<file path="src/hdl/assert_macros.svh">
// Assertion helpers shared by the table logic.
// Both expect clk and rst in scope; checks are off while reset is high.
`ifndef ASSERT_MACROS_SVH
`define ASSERT_MACROS_SVH

// Same-cycle implication.
`define ASSERT_IMPLIES(label, ante, cons, msg) \
  label: assert property (@(posedge clk) disable iff (rst) (ante) |-> (cons)) \
    else $error(msg);

// Next-cycle implication.
`define ASSERT_NEXT(label, ante, cons, msg) \
  label: assert property (@(posedge clk) disable iff (rst) (ante) |=> (cons)) \
    else $error(msg);

`endif

</file>
<file path="src/hdl/gtpt_queue.sv">
`timescale 1ns / 1ps
`default_nettype none

module gtpt_queue #(
  parameter int WIDTH = 8,
  parameter int DEPTH = 2,
  localparam int PTR_W = (DEPTH > 1) ? $clog2(DEPTH) : 1,
  localparam int CNT_W = $clog2(DEPTH + 1)
) (
  input  logic             clk,
  input  logic             rst,
  input  logic             push_valid,
  output logic             push_ready,
  input  logic [WIDTH-1:0] push_data,
  output logic             pop_valid,
  input  logic             pop_ready,
  output logic [WIDTH-1:0] pop_data
);

  localparam logic [PTR_W-1:0] LAST_PTR = PTR_W'(DEPTH - 1);
  localparam logic [CNT_W-1:0] FULL_CNT = CNT_W'(DEPTH);

  logic [WIDTH-1:0] slots [DEPTH];
  logic [PTR_W-1:0] wr_ptr;
  logic [PTR_W-1:0] rd_ptr;
  logic [CNT_W-1:0] count;
  logic             do_push;
  logic             do_pop;

  assign push_ready = (count != FULL_CNT);
  assign pop_valid  = (count != '0);
  assign pop_data   = slots[rd_ptr];
  assign do_push    = push_valid && push_ready;
  assign do_pop     = pop_valid && pop_ready;

  always_ff @(posedge clk) begin
    if (rst) begin
      wr_ptr <= '0;
      rd_ptr <= '0;
      count  <= '0;
    end else begin
      if (do_push) begin
        wr_ptr <= (wr_ptr == LAST_PTR) ? '0 : wr_ptr + 1'b1;
      end
      if (do_pop) begin
        rd_ptr <= (rd_ptr == LAST_PTR) ? '0 : rd_ptr + 1'b1;
      end
      if (do_push && !do_pop) begin
        count <= count + 1'b1;
      end else if (do_pop && !do_push) begin
        count <= count - 1'b1;
      end
    end
  end

  always_ff @(posedge clk) begin
    if (do_push) begin
      slots[wr_ptr] <= push_data;
    end
  end

endmodule

`default_nettype wire

</file>
<file path="config.mk">
export PLATFORM = sky130hd
export DESIGN_NAME = gtpt_queue
export DESIGN_NICKNAME = d
export VERILOG_FILES = /design/src/hdl/assert_macros.svh /design/src/hdl/gtpt_queue.sv
export SDC_FILE = /design/constraint.sdc
export NUM_CORES = 1
export LEC_CHECK = 0
export ABC_AREA = 1
export BUFFER_PORTS_ARGS = -buffer_cell sky130_fd_sc_hd__buf_2
export CORE_MARGIN = 4
export CORE_UTILIZATION = 49
export DETAILED_ROUTE_END_ITERATION = 7
export HOLD_SLACK_MARGIN = 0.02
export PLACE_DENSITY = 0.75
export SLEW_MARGIN = 10
export SYNTH_ARGS = -nofsm -noshare
export SYNTH_HDL_FRONTEND = slang
export SYNTH_SLANG_ARGS = --single-unit
export TNS_END_PERCENT = 10
</file>
<file path="constraint.sdc">
create_clock -name clk -period 1.5 [get_ports clk]
set_input_delay 0.3 -clock clk [delete_from_list [all_inputs] [get_ports clk]]
set_output_delay 0.3 -clock clk [all_outputs]
set_load 0.1 [all_outputs]
</file>
==> run summary <==
The run finished, with violations left. The final reports fail on setup timing. The commonest cells after synthesis are 16 x sky130_fd_sc_hd__edfxtp_1, 8 x sky130_fd_sc_hd__mux2_2, 7 x sky130_fd_sc_hd__nand2_1, 7 x sky130_fd_sc_hd__nor2_1, 6 x sky130_fd_sc_hd__inv_1. The time the worst path needs with I/O delays and setup works out to 1.55 ns.

In this run the deepest clock path goes through 2 buffers. At the pin with the least slew margin, the transition time is 0.159 ns. STA puts the critical path data required time at 1.20 ns. The global routing usage summed across all routing layers is 13.2%.

Port buffer count: 21. The area fraction of the dominant cell type after synthesis is 58.2%, and the clock network power share is 9.7%. After synthesis, the share of flip-flops with an asynchronous set or reset is 0%.

Entering global routing, the biggest net connects 12 pins. The residual DRC count was 0; the arrival time of the worst setup path was 1.25 ns. The max-slew violation total from the final report was 0; the proportion of total power due to net switching was 46.1%.

TritonCTS built the clock tree. Power spread over the standard cell area amounts to 2210 nW/um^2. The ratio of final minimum period to clock period came out at 103%.

STA classifies the critical path startpoint as a flop. Summing all placed instances gives a cell area of 1120 um^2. The logs give 8 for the final setup violation count and 2.61 mW for the total power draw.

In this run, post-CTS repair resized a total of 10 instances. The worst hold path belongs to the class input pin to flop. Final instance area: 1180 um^2. For the via count of the first global-routing pass, the log shows 582.

Largest fanout of any net on the critical path: 8. At the end of routability-driven placement, the weighted congestion stood at 0.635. The run gives 76.8% as the final standard cell utilization of the core. The region available for standard cell placement spans 1540 um^2.

The number of nets handed over by synthesis was 75. The die is 49.1 um wide. The sum of overflow across all layers after global routing came out at 0.

Synthesis produced a netlist whose cell count is 62. The clock root buffer was sky130_fd_sc_hd__clkbuf_4. The worst setup path is captured at a primary output. The number of nets still failing antenna checks after routing is 0, and the sequential group share of total power is 31.9%.

The analysis attributes to net switching a power of 1.20 mW. Area of the die: 2410 um^2. The number of antenna violations at the first check in global routing was 0.

IR analysis of the VDD net gives a maximum drop of 0.00145 V. The leakage power total was 0.508 nW; the clock latency on the worst-skew pair was 0.29 ns. By instance count, the leading cell after synthesis is sky130_fd_sc_hd__edfxtp_1.

Of the synthesized area, sequential elements account for 70.3%. Once the clock tree was built, the setup fixing pass inserted 0 buffers. The worst setup path is of the flop to primary output kind. After synthesis the cells add up to 826 um^2. Row generation in the floorplan step produced 14 rows. The wire length of the first global-routing pass is 2.48 mm, and the wire length per cell after detailed routing is 13.7 um.

For the H-tree depth reported by CTS, the log shows 1. Max-cap violations in this run came to 0. The floorplan step set the die height to 49.1 um.

Buffers inserted to repair hold after CTS numbered 0. The average cell area after synthesis was 13.3 um^2; the internal power was 1.41 mW. The largest total area in the synthesized netlist belongs to sky130_fd_sc_hd__edfxtp_1. In this run the tightest slew margin relative to its limit is 89.3%. For the number of buffers created by CTS, the log shows 3. For the final database, setup skew stands at 0.00120 ns. In this run, the number of DRC markers left after iteration 0 of detailed routing was 3. The via count is 525. After detailed routing, the number of vias per cell comes to 5.05.

In the final layout, the share of cells above drive strength 1 is 45.5%. For the part of the total power dissipated in combinational logic, the log shows 58.4%. Synthesis instantiated 17 different standard cells from the library.

The post-route worst setup slack is -0.0469 ns. The worst slack after detailed placement is 0.0974 ns. The wire length after detailed routing is 1.42 mm. After synthesis, the cell types taking the most area are sky130_fd_sc_hd__edfxtp_1 58%, sky130_fd_sc_hd__dfxtp_1 12%, sky130_fd_sc_hd__mux2_2 11%.

The first detailed-routing pass ran for 4 iterations. The post-synthesis register bit count is 21, and the antenna diode count is 0. The HPWL after detailed placement was 1.08 mm.

Clock-pin slew was measured on the worst setup and hold paths at 0.10 ns. The area added between synthesis and finish works out to 43.3%. The initial utilization of the core area, before any placement, comes to 53.6%. Yosys synthesis warning count: 0. The predominant post-synthesis flop cell is sky130_fd_sc_hd__edfxtp_1.

The tools report the number of top-level pins as 22. Setup repair after global routing could not meet its margin everywhere. For the number of failing hold endpoints at the final stage, the log shows 0. In this run, synthesis inferred 16 flip-flops with an integrated enable.

Static timing analysis puts the maximum clock frequency at 646 MHz. The tools report the final-stage net count as 102. The tree built by TritonCTS fans out to 21 sinks.
==> layout by cell type, fill, tap and decap left out, drive strengths merged <==
cell type	n
clkinv	1
a21oi	2
nor2	7
clkbuf	4
dfxtp	5
inv	7
mux2	8
nand4	1
nand2	9
edfxtp	16
ha	1
buf	23
o21ai	2
nand3	2
==> flip-flops by register name (all words and copies together), names as in the netlist, named ones only <==
signal / cells
count: 2
rd_ptr: 1
slots: 16
wr_ptr: 1
==> per-stage QoR <==
step	instances	hold WS (ns)	TNS, ns
after floorplan	62	0.399	-0.487
after global placement	100	0.466	0
after detailed placement	100	0.481	0
after CTS	104	0.178	-0.449
after global routing	104	0.169	-0.789
final	104	0.194	-0.351
==> power groups by stage <==
stage	sequential, mW	combinational [mW]	clock [mW]
2_1_floorplan	0.793	1.02	0
3_3_place_gp	0.819	1.48	0
3_5_place_dp	0.827	1.50	0
4_1_cts	0.832	1.54	0.265
5_1_grt	0.847	1.59	0.299
6_report	0.832	1.52	0.254
==> path summary, 6_finish.rpt <==
check | slack (ns) | cells past startpoint | to | start
setup / recovery | -0.05 | 2 | pop_data[4] | flop
hold reg to reg | 0.51 | 1 | count[0]$_SDFFE_PP0P_ | count[0]$_SDFFE_PP0P_
setup reg to reg | 0.13 | 10 | count[1]$_SDFFE_PP0P_ | count[0]$_SDFFE_PP0P_
hold / removal | 0.19 | 1 | slots[1][0]$_DFFE_PP_ | push_data[0]
==> layout make-up <==
class / count / area, um^2
clock buffers: 4 / 26.3
fillers: 104 / 358
inverters: 8 / 31.3
multi-input cells: 32 / 251
flip-flops and latches: 21 / 584
well taps: 16 / 20.0
repair buffers: 23 / 270
==> cells by family after synthesis <==
kind of cell | synth area share (%)
adders and majority gates | 1.51
DFF | 70.3
buffers and inverters | 4.39
and+or+nand+nor | 10.5
muxes | 10.9
AOI/OAI and AO/OA | 2.42
==> critical path, cell delays in order, from the launching register on <==
cell and delay [ns]:
sky130_fd_sc_hd__dfxtp_4 0.45, sky130_fd_sc_hd__mux2_4 0.33, sky130_fd_sc_hd__buf_12 0.17
==> layer usage <==
metal	share of wire, %	GRT usage (%)	vias up
met4	0	4.04	0
met5	0	0	-
met2	53	23.3	13
li1	-	-	267
met1	42	15.9	245
met3	4.8	2.75	0
Note: power is estimated with default switching activity, not from simulation.
